`src/hdl/circular_deque_alt_reverse_core_macros.svh`:
```
// Assertion helpers for the deque core.
`ifndef CIRCULAR_DEQUE_ALT_REVERSE_CORE_MACROS_SVH
`define CIRCULAR_DEQUE_ALT_REVERSE_CORE_MACROS_SVH

// Same-cycle implication, disabled during reset.
`define CDAR_ASSERT_NOW(label, clk, rst_n, ante, cons) \
  label: assert property (@(posedge clk) disable iff (!rst_n) (ante) |-> (cons)) \
    else $error("deque core: assertion failed");

// Next-cycle implication, disabled during reset.
`define CDAR_ASSERT_NEXT(label, clk, rst_n, ante, cons) \
  label: assert property (@(posedge clk) disable iff (!rst_n) (ante) |=> (cons)) \
    else $error("deque core: assertion failed");

`endif

```
`src/hdl/cdar_pkg.sv`:
```
`default_nettype none

package cdar_pkg;

  localparam int DEPTH      = 32;
  localparam int DATA_WIDTH = 32;

  localparam int IDX_W  = $clog2(DEPTH);
  localparam int CNT_W  = $clog2(DEPTH + 1);
  localparam int POS_W  = CNT_W + 1;

  localparam int FUNC_W       = 3;
  localparam int DATA_FIELD_W = 32;
  localparam int COUNT_W      = 6;
  localparam int STATUS_W     = 2;

  typedef logic [FUNC_W-1:0]              func_t;
  typedef logic signed [DATA_FIELD_W-1:0] data_t;
  typedef logic [COUNT_W-1:0]             count_t;
  typedef logic [STATUS_W-1:0]            status_t;
  typedef logic [DATA_WIDTH-1:0]          word_t;
  typedef logic [IDX_W-1:0]               idx_t;

  localparam func_t FUNC_PUSH_FRONT = 3'd0;
  localparam func_t FUNC_PUSH_BACK  = 3'd1;
  localparam func_t FUNC_POP_FRONT  = 3'd2;
  localparam func_t FUNC_POP_BACK   = 3'd3;
  localparam func_t FUNC_REORDER    = 3'd4;
  localparam func_t FUNC_DUMP       = 3'd5;

  localparam status_t STATUS_OK    = 2'd0;
  localparam status_t STATUS_FULL  = 2'd1;
  localparam status_t STATUS_EMPTY = 2'd2;

  typedef enum logic [2:0] {
    S_IDLE,
    S_POP,
    S_GATHER,
    S_COPY,
    S_DUMP
  } state_e;

  // Stored word to result field: sign-extend or truncate.
  function automatic data_t ext_word(input word_t w);
    return DATA_FIELD_W'($signed(w));
  endfunction

endpackage

`default_nettype wire

```
`src/hdl/cdar_ram.sv`:
```
`default_nettype none

module cdar_ram #(
  parameter int W = 32,
  parameter int D = 32
) (
  input  wire logic                 clk_i,
  input  wire logic                 we_i,
  input  wire logic [$clog2(D)-1:0] waddr_i,
  input  wire logic [W-1:0]         wdata_i,
  input  wire logic                 re_i,
  input  wire logic [$clog2(D)-1:0] raddr_i,
  output logic      [W-1:0]         rdata_o
);

  logic [W-1:0] mem_q [D];

  always_ff @(posedge clk_i) begin
    if (we_i) begin
      mem_q[waddr_i] <= wdata_i;
    end
    if (re_i) begin
      rdata_o <= mem_q[raddr_i];
    end
  end

endmodule

`default_nettype wire

```
`src/hdl/cdar_slot.sv`:
```
`default_nettype none

// Ring slot of a logical position: (front + pos) mod DEPTH.
module cdar_slot (
  input  wire cdar_pkg::idx_t front_i,
  input  wire cdar_pkg::idx_t pos_i,
  output cdar_pkg::idx_t      slot_o
);

  import cdar_pkg::*;

  logic [IDX_W:0] sum;

  always_comb begin
    sum = {1'b0, front_i} + {1'b0, pos_i};
    if (sum >= (IDX_W + 1)'(DEPTH)) begin
      slot_o = IDX_W'(sum - (IDX_W + 1)'(DEPTH));
    end else begin
      slot_o = IDX_W'(sum);
    end
  end

endmodule

`default_nettype wire

```
`src/hdl/circular_deque_alt_reverse_core.sv`:
```
// Double-ended queue of signed words held as a ring in a single-port-pair RAM.
//
// Command channel: a word (func_i, value_i) is taken at a rising edge with
// start_i high and busy_o low. Results leave on data_o/count_o/status_o/last_o
// for exactly one cycle, marked by valid_o; the receiver cannot stall them,
// and the result register lets the next command come in while a result shows.
//
// Timing, n = elements held (all driven by the one ring slot adder and the
// registered read of each RAM):
//   push front/back, rejected push, empty pop/dump, short reorder, unused
//   codes: busy_o stays low, result strobes the cycle after accept.
//   pop: busy during the ring read; the read data goes through the result register.
//   dump: busy until every element is read, one result per element,
//   one per cycle from the ring reads; last_o marks the back element.
//   reorder (n > 2): n ring reads into scratch in the reordered sequence,
//   then n scratch reads copied back to slot 0 onward; each pass waits
//   for its last read to land before the walk closes.
// Reset clears front index, count and control; RAM contents stay undefined
// and are only read at live slots.
`default_nettype none
`include "circular_deque_alt_reverse_core_macros.svh"

module circular_deque_alt_reverse_core (
  input  wire logic              clk_i,
  input  wire logic              rst_ni,
  input  wire logic              start_i,
  input  wire cdar_pkg::func_t   func_i,
  input  wire cdar_pkg::data_t   value_i,
  output logic                   busy_o,
  output logic                   valid_o,
  output cdar_pkg::data_t        data_o,
  output cdar_pkg::count_t       count_o,
  output cdar_pkg::status_t      status_o,
  output logic                   last_o
);

  import cdar_pkg::*;

  state_e state_q, state_d;

  idx_t             front_q, front_d;
  logic [CNT_W-1:0] count_q, count_d;
  logic [CNT_W-1:0] step_q, step_d;     // walk position / reads issued
  logic [POS_W-1:0] pos_q, pos_d;       // gather: logical position
  logic             odd_q, odd_d;       // gather: in the odd, descending half
  logic             pend_q, pend_d;     // RAM read in flight
  idx_t             pidx_q, pidx_d;     // write index for the read in flight
  logic             plast_q, plast_d;

  logic    res_vld_q, res_vld_d;
  data_t   res_data_q, res_data_d;
  status_t res_st_q, res_st_d;
  logic    res_last_q, res_last_d;

  // Ring RAM and scratch RAM ports
  logic  ring_we, ring_re, scr_we, scr_re;
  idx_t  ring_waddr, ring_raddr, scr_waddr, scr_raddr;
  word_t ring_wdata, ring_rdata, scr_wdata, scr_rdata;

  // Shared slot adder
  idx_t slot_pos, slot;

  logic             accept;
  logic             full, empty, walk_done;
  logic [POS_W-1:0] cnt_ext, hi_odd;

  assign accept    = start_i && !busy_o;
  assign full      = (count_q == CNT_W'(DEPTH));
  assign empty     = (count_q == '0);
  assign walk_done = (step_q == count_q) && !pend_q;
  assign cnt_ext   = POS_W'(count_q);
  // Highest odd position below n
  assign hi_odd    = count_q[0] ? (cnt_ext - POS_W'(2)) : (cnt_ext - POS_W'(1));

  cdar_slot u_slot (
    .front_i (front_q),
    .pos_i   (slot_pos),
    .slot_o  (slot)
  );

  cdar_ram #(.W(DATA_WIDTH), .D(DEPTH)) u_ring (
    .clk_i   (clk_i),
    .we_i    (ring_we),
    .waddr_i (ring_waddr),
    .wdata_i (ring_wdata),
    .re_i    (ring_re),
    .raddr_i (ring_raddr),
    .rdata_o (ring_rdata)
  );

  cdar_ram #(.W(DATA_WIDTH), .D(DEPTH)) u_scratch (
    .clk_i   (clk_i),
    .we_i    (scr_we),
    .waddr_i (scr_waddr),
    .wdata_i (scr_wdata),
    .re_i    (scr_re),
    .raddr_i (scr_raddr),
    .rdata_o (scr_rdata)
  );

  // Next state
  always_comb begin
    state_d = state_q;
    case (state_q)
      S_IDLE: begin
        if (accept) begin
          case (func_i)
            FUNC_POP_FRONT, FUNC_POP_BACK: if (!empty) state_d = S_POP;
            FUNC_REORDER: if (count_q > CNT_W'(2)) state_d = S_GATHER;
            FUNC_DUMP: if (!empty) state_d = S_DUMP;
            default: state_d = S_IDLE;
          endcase
        end
      end
      S_POP:    if (pend_q) state_d = S_IDLE;
      S_GATHER: if (walk_done) state_d = S_COPY;
      S_COPY:   if (walk_done) state_d = S_IDLE;
      S_DUMP:   if (walk_done) state_d = S_IDLE;
      default:  state_d = S_IDLE;
    endcase
  end

  // Datapath and RAM control
  always_comb begin
    front_d    = front_q;
    count_d    = count_q;
    step_d     = step_q;
    pos_d      = pos_q;
    odd_d      = odd_q;
    pend_d     = 1'b0;
    pidx_d     = pidx_q;
    plast_d    = plast_q;
    res_vld_d  = 1'b0;
    res_data_d = '0;
    res_st_d   = STATUS_OK;
    res_last_d = 1'b1;
    ring_we    = 1'b0;
    ring_waddr = slot;
    ring_wdata = DATA_WIDTH'(value_i);
    ring_re    = 1'b0;
    ring_raddr = slot;
    scr_we     = 1'b0;
    scr_waddr  = pidx_q;
    scr_wdata  = ring_rdata;
    scr_re     = 1'b0;
    scr_raddr  = step_q[IDX_W-1:0];
    slot_pos   = '0;

    case (state_q)
      S_IDLE: begin
        if (accept) begin
          case (func_i)
            FUNC_PUSH_FRONT, FUNC_PUSH_BACK: begin
              res_vld_d = 1'b1;
              if (full) begin
                res_st_d = STATUS_FULL;
              end else begin
                if (func_i == FUNC_PUSH_FRONT) begin
                  slot_pos = IDX_W'(DEPTH - 1);
                  front_d  = slot;
                end else begin
                  slot_pos = count_q[IDX_W-1:0];
                end
                ring_we = 1'b1;
                count_d = count_q + CNT_W'(1);
              end
            end
            FUNC_POP_FRONT, FUNC_POP_BACK: begin
              if (empty) begin
                res_vld_d = 1'b1;
                res_st_d  = STATUS_EMPTY;
              end else begin
                ring_re = 1'b1;
                pend_d  = 1'b1;
                count_d = count_q - CNT_W'(1);
                if (func_i == FUNC_POP_FRONT) begin
                  // read the front slot directly, adder advances the front
                  ring_raddr = front_q;
                  slot_pos   = IDX_W'(1);
                  front_d    = slot;
                end else begin
                  slot_pos = IDX_W'(count_q - CNT_W'(1));
                end
              end
            end
            FUNC_REORDER: begin
              if (count_q > CNT_W'(2)) begin
                step_d = '0;
                pos_d  = '0;
                odd_d  = 1'b0;
              end else begin
                res_vld_d = 1'b1;
              end
            end
            FUNC_DUMP: begin
              if (empty) begin
                res_vld_d = 1'b1;
                res_st_d  = STATUS_EMPTY;
              end else begin
                step_d = '0;
              end
            end
            default: res_vld_d = 1'b1;
          endcase
        end
      end

      S_POP: begin
        if (pend_q) begin
          res_vld_d  = 1'b1;
          res_data_d = ext_word(ring_rdata);
        end
      end

      S_GATHER: begin
        // even positions ascending, then odd positions descending
        if (pend_q) begin
          scr_we = 1'b1;
        end
        if (step_q != count_q) begin
          slot_pos = pos_q[IDX_W-1:0];
          ring_re  = 1'b1;
          pend_d   = 1'b1;
          pidx_d   = step_q[IDX_W-1:0];
          step_d   = step_q + CNT_W'(1);
          if (odd_q) begin
            pos_d = pos_q - POS_W'(2);
          end else if ((pos_q + POS_W'(2)) < cnt_ext) begin
            pos_d = pos_q + POS_W'(2);
          end else begin
            pos_d = hi_odd;
            odd_d = 1'b1;
          end
        end else if (!pend_q) begin
          step_d = '0;
        end
      end

      S_COPY: begin
        if (pend_q) begin
          ring_we    = 1'b1;
          ring_waddr = pidx_q;
          ring_wdata = scr_rdata;
        end
        if (step_q != count_q) begin
          scr_re = 1'b1;
          pend_d = 1'b1;
          pidx_d = step_q[IDX_W-1:0];
          step_d = step_q + CNT_W'(1);
        end else if (!pend_q) begin
          front_d   = '0;
          res_vld_d = 1'b1;
        end
      end

      S_DUMP: begin
        if (pend_q) begin
          res_vld_d  = 1'b1;
          res_data_d = ext_word(ring_rdata);
          res_last_d = plast_q;
        end
        if (step_q != count_q) begin
          slot_pos = step_q[IDX_W-1:0];
          ring_re  = 1'b1;
          pend_d   = 1'b1;
          plast_d  = ((step_q + CNT_W'(1)) == count_q);
          step_d   = step_q + CNT_W'(1);
        end
      end

      default: begin
        pend_d = 1'b0;
      end
    endcase
  end

  always_ff @(posedge clk_i or negedge rst_ni) begin
    if (!rst_ni) begin
      state_q   <= S_IDLE;
      front_q   <= '0;
      count_q   <= '0;
      step_q    <= '0;
      odd_q     <= 1'b0;
      pend_q    <= 1'b0;
      res_vld_q <= 1'b0;
    end else begin
      state_q   <= state_d;
      front_q   <= front_d;
      count_q   <= count_d;
      step_q    <= step_d;
      odd_q     <= odd_d;
      pend_q    <= pend_d;
      res_vld_q <= res_vld_d;
    end
  end

  always_ff @(posedge clk_i) begin
    pos_q      <= pos_d;
    pidx_q     <= pidx_d;
    plast_q    <= plast_d;
    res_data_q <= res_data_d;
    res_st_q   <= res_st_d;
    res_last_q <= res_last_d;
  end

  assign busy_o   = (state_q != S_IDLE);
  assign valid_o  = res_vld_q;
  assign data_o   = res_data_q;
  assign count_o  = COUNT_W'(count_q);
  assign status_o = res_st_q;
  assign last_o   = res_last_q;

  // Checks
  `CDAR_ASSERT_NOW(a_count_max, clk_i, rst_ni, 1'b1, count_q <= CNT_W'(DEPTH))
  `CDAR_ASSERT_NOW(a_pend_busy, clk_i, rst_ni, pend_q, state_q != S_IDLE)
  `CDAR_ASSERT_NEXT(a_push_result, clk_i, rst_ni,
    accept && (func_i == FUNC_PUSH_FRONT || func_i == FUNC_PUSH_BACK),
    valid_o && last_o)
  `CDAR_ASSERT_NEXT(a_reorder_front, clk_i, rst_ni,
    state_q == S_COPY && state_d == S_IDLE, front_q == '0 && valid_o)

endmodule

`default_nettype wire
```
`config.mk`:
```
export PLATFORM = sky130hd
export DESIGN_NAME = circular_deque_alt_reverse_core
export DESIGN_NICKNAME = d
export VERILOG_FILES = /design/src/hdl/cdar_pkg.sv /design/src/hdl/cdar_ram.sv /design/src/hdl/cdar_slot.sv /design/src/hdl/circular_deque_alt_reverse_core.sv
export VERILOG_INCLUDE_DIRS = /design/src /design/src/hdl
export SDC_FILE = /design/constraint.sdc
export NUM_CORES = 2
export LEC_CHECK = 0
export BUFFER_PORTS_ARGS = -buffer_cell sky130_fd_sc_hd__buf_2
export CAP_MARGIN = 25
export CELL_PAD_IN_SITES_DETAIL_PLACEMENT = 0
export CELL_PAD_IN_SITES_GLOBAL_PLACEMENT = 1
export CORE_ASPECT_RATIO = 1.4
export CORE_MARGIN = 2
export CORE_UTILIZATION = 52
export CTS_CLUSTER_SIZE = 14
export DETAILED_ROUTE_END_ITERATION = 8
export PLACE_DENSITY = 0.72
export SLEW_MARGIN = 30
export SYNTH_ARGS = -nofsm -noshare
export SYNTH_HDL_FRONTEND = slang
export SYNTH_SLANG_ARGS = --single-unit
export TNS_END_PERCENT = 50
```
`constraint.sdc`:
```
create_clock -name clk_i -period 9.9 [get_ports clk_i]
set_input_delay 0.99 -clock clk_i [delete_from_list [all_inputs] [get_ports clk_i]]
set_output_delay 0.99 -clock clk_i [all_outputs]
set_load 0.05 [all_outputs]
```
==> metrics.md <==
| Metric | Value |
|---|---|
| GRT overflow | `0` |
| Synthesized Nets | `4196` |
| Worst Path Required | `10440 ps` |
| Pwr dens | `301 nW/um^2` |
| WL/cell | `31.6 um` |
| Reg2Reg Setup Slack | `3430 ps` |
| Violation count after the first detailed-route iteration | `4683` |
| Drt via density | `6.28` |
| Synth Instances | `4138` |
| Clock skew | `24.9 ps` |
| Crit start category | `flop` |
| Min Hold Slack | `186 ps` |
| Distinct cells, synth | `64` |
| Die footprint | `165000 sq um` |
| Share of the yosys chip area belonging to registers | `77.4%` |
| Mean Syn Cell Area | `20.3 sq um` |
| Slew Limit Headroom | `31.2%` |
| Min-delay worst type | `input pin to asynchronous set/reset pin` |
| Placer's final routability congestion estimate | `0.861` |
| Cell count of the worst reg-to-reg path | `15` |
| Filler cell count | `11659` |
| WL final | `209000 um` |
| CP endpoint kind | `flop` |
| Worst reg2reg endpoint | `u_ring.rdata_o[7]` |
| Ports | `81` |
| CP max FO | `95` |
| Root Buffer | `clkbuf_16` |
| Post-Layout Cell Count | `6610` |
| Total CTS buffers | `196` |
| Final nets | `4394` |
| DRC | `0` |
| First-pass GRT wire length | `299000 um` |
| Critical path type | `flop to flop` |
| Achievable Freq | `155 MHz` |
| Buffers on Ports | `80` |
| # hold bufs at CTS | `0` |
| Layout area overhead | `12.4%` |
| Die span in y | `480 um` |
| CTS-repair resized insts | `0` |
| Post-synth top area share | `75.9%` |
| Area contributors post-synth | `edfxtp_1, mux4_2, nand2_1` |
| RSZ-0062 raised after global routing | `no` |
| CTS tree | `yes` |
| Post-synth EDFFs | `2125` |
| Leakage | `30.3 nW` |
| Die W | `344 um` |
| Slowest cell on crit path | `o21a_4` |
| Max-slew violations | `0` |
| Crit-path max cell delay | `710 ps` |
| 1st-pass router iterations | `7` |
| Final setup vio count | `0` |
| Synth area leader | `edfxtp_1` |
| Endpoints failing hold | `0` |
| Num Clock Sinks | `2183` |
| DPL Wire Length | `117000 um` |
| Placed cells | `6239` |
| Core Area | `161000 sq um` |
| Most common flop cell mapped by yosys | `edfxtp_1` |
| Worst r2r src | `state_q[1]` |
| Clk_lat worst skew | `830 ps` |
| Rows | `174` |
| Post-layout min period | `6470 ps` |
| Mapped Area | `84100 sq um` |
| Yosys warns | `0` |
| Top cell by count, worst path | `nand2_1` |
| CP Data Arrival Time | `7010 ps` |
| Initial antenna violation count | `2` |
| CP cell instances | `nor3_1 > nand2_1 > nor2_1 > nand2_1 > o21bai_1 > o21ai_0 > ha_1 > fa_1 > nand2_1 > o21a_4 > buf_12 > mux4_2 > a22o_1 > a311oi_1 > a31oi_1` |
| Post-DRT Antenna Nets | `0` |
| Starting Density | `52.3%` |
| Number of global-route vias before repair | `42135` |
| H-tree levels | `4` |
| VDD IR max | `0.412 mV` |
| Post CTS Setup Buffer Count | `0` |
| GRT Overall Usage | `25.6%` |
| Pin count of the biggest net entering global routing | `144` |
| Slew @ Worst Pin | `1030 ps` |
| Via count | `41513` |
| Fraction of layout cells with a size suffix above 1 | `24.5%` |
| Max Cap Violations | `0` |
| Final period utilization | `65.3%` |
| Reg clk slew, reported paths | `70 ps` |
| Setup TNS | `0 ps` |
| Clock Path Buffers | `3` |
| Share of async-settable or async-resettable flops after synthesis | `1.05%` |
| FF+latch count, synth | `2183` |
| Status | `finished clean` |
## cells in the mapped netlist, types with 20 or more instances
cell type and n:
mux2_2 35, o21ai_0 22, nor2_1 88, a31oi_1 36, buf_2 33, a32oi_1 32
a311oi_1 32, dfrtp_1 23, dfxtp_1 35, mux4_2 448, inv_1 24, and2_1 33
mux2i_1 133, clkbuf_1 146, a22o_1 33, nand4_1 38, a22oi_1 35, xnor2_1 25
nor3_1 20, a222oi_1 35, nand3_1 116, edfxtp_1 2125, buf_1 41, nand2_1 396
## power by group
part / internal (mW) / switching (mW) / leakage [nW]
combinational: 3.65 / 5.59 / 7.64
clock: 4.06 / 3.27 / 2.99
sequential: 11.4 / 0.520 / 19.7
total: 19.1 / 9.38 / 30.3
## critical path, delay by kind of cell, from the launching register on
kind,cells,cell delay [ps]
buffers and inverters,1,460
multiplexers,1,420
AO/OA/AOI/OAI,6,1740
AND/OR/NAND/NOR,5,2020
flip-flops,1,560
adder cells (fa/ha/maj),2,770
## state kept, by name, indices dropped and copies added (netlist names), 2 cells and up
signal	flops
count_o	6
data_o	32
front_q	5
pidx_q	5
pos_q	7
state_q	3
status_o	2
step_q	6
u_ring.mem_q	1024
u_ring.rdata_o	32
u_scratch.mem_q	1024
u_scratch.rdata_o	32
## worst max-delay path by stage
stage | from | to | slack [ps] | cells after the start
2_1_floorplan | count_o[0] | u_ring.mem_q[13][0] | 3030 | 19
3_3_place_gp | state_q[1] | u_ring.rdata_o[30] | 3490 | 14
5_1_grt | state_q[1] | u_ring.rdata_o[14] | 3190 | 15
3_5_place_dp | state_q[1] | u_ring.rdata_o[30] | 3480 | 14
6_report | state_q[1] | u_ring.rdata_o[7] | 3430 | 15
4_1_cts | state_q[1] | u_ring.rdata_o[30] | 3450 | 14
## metal layers
metal	global-route usage, %	share of wire [%]	up-vias
li1	-	-	17399
met1	32.5	37	22121
met2	45.8	54	1649
met3	3.58	6.3	344
met4	7.34	2.6	0
met5	0	0	-
## stage by stage
step	setup slack [ps]	util, %	area [sq um]	power, mW
after floorplan	3030	-	84100	18.2
after global placement	3490	54.6	87700	21.0
after detailed placement	3480	54.9	88100	21.3
after CTS	3450	58.7	94300	28.6
after global routing	3190	58.8	94500	29.6
final	3430	58.8	94500	28.4
## cell families (layout without fill, tap and decap cells)
| kind of cell | Yosys count | count (layout) | share of synthesized area [%] |
|---|---|---|---|
| AND/OR/NAND/NOR | 742 | 742 | 3.93 |
| AO/OA/AOI/OAI | 285 | 285 | 2.65 |
| other | 0 | 2 | 0 |
| XOR/XNOR | 34 | 34 | 0.354 |
| adder cells (fa/ha/maj) | 20 | 20 | 0.307 |
| multiplexers | 616 | 616 | 14.1 |
| buffers and inverters | 258 | 616 | 1.28 |
| flip-flops | 2183 | 2183 | 77.4 |
## cell usage in the layout (no fill, tap or decap), types with 8 or more instances in the layout
master	synthesis	final
a222oi_1	35	35
nand2_1	396	364
buf_2	33	80
inv_1	24	24
dfrtp_1	23	18
dfxtp_1	35	35
xnor2_1	25	25
clkbuf_1	146	60
clkbuf_16	0	204
a21oi_1	19	18
nand3_1	116	116
clkbuf_8	0	11
ha_1	19	19
clkinv_1	0	37
o21ai_0	22	21
mux2_2	35	34
buf_12	0	9
clkinv_2	0	25
buf_8	0	21
a22o_1	33	33
a22oi_1	35	35
nand2b_1	12	12
nor3_1	20	8
and2_1	33	33
nor2_1	88	33
a311oi_1	32	32
nor3_2	0	9
nor2_4	0	54
nand2_2	0	32
mux4_2	448	448
edfxtp_1	2125	2125
xor2_1	9	9
nand4_1	38	38
a32oi_1	32	32
bufinv_16	0	8
buf_6	4	20
a31oi_1	36	36
buf_4	10	103
mux2i_1	133	132
## area by class of cell
class                      count  area (sq um)  share of cell area [%]
sequential                  2183         65100                    68.9
multi-input combinational   1697         18600                    19.7
clock buffer                 275          5480                    5.80
tap                         2112          2640                    2.80
timing repair buffer         234          1920                    2.03
clock inverter                83           653                   0.691
inverter                      24          90.1                  0.0953
antenna                        2          5.00                 0.00530
No activity file was read; power rests on OpenSTA's default activity.
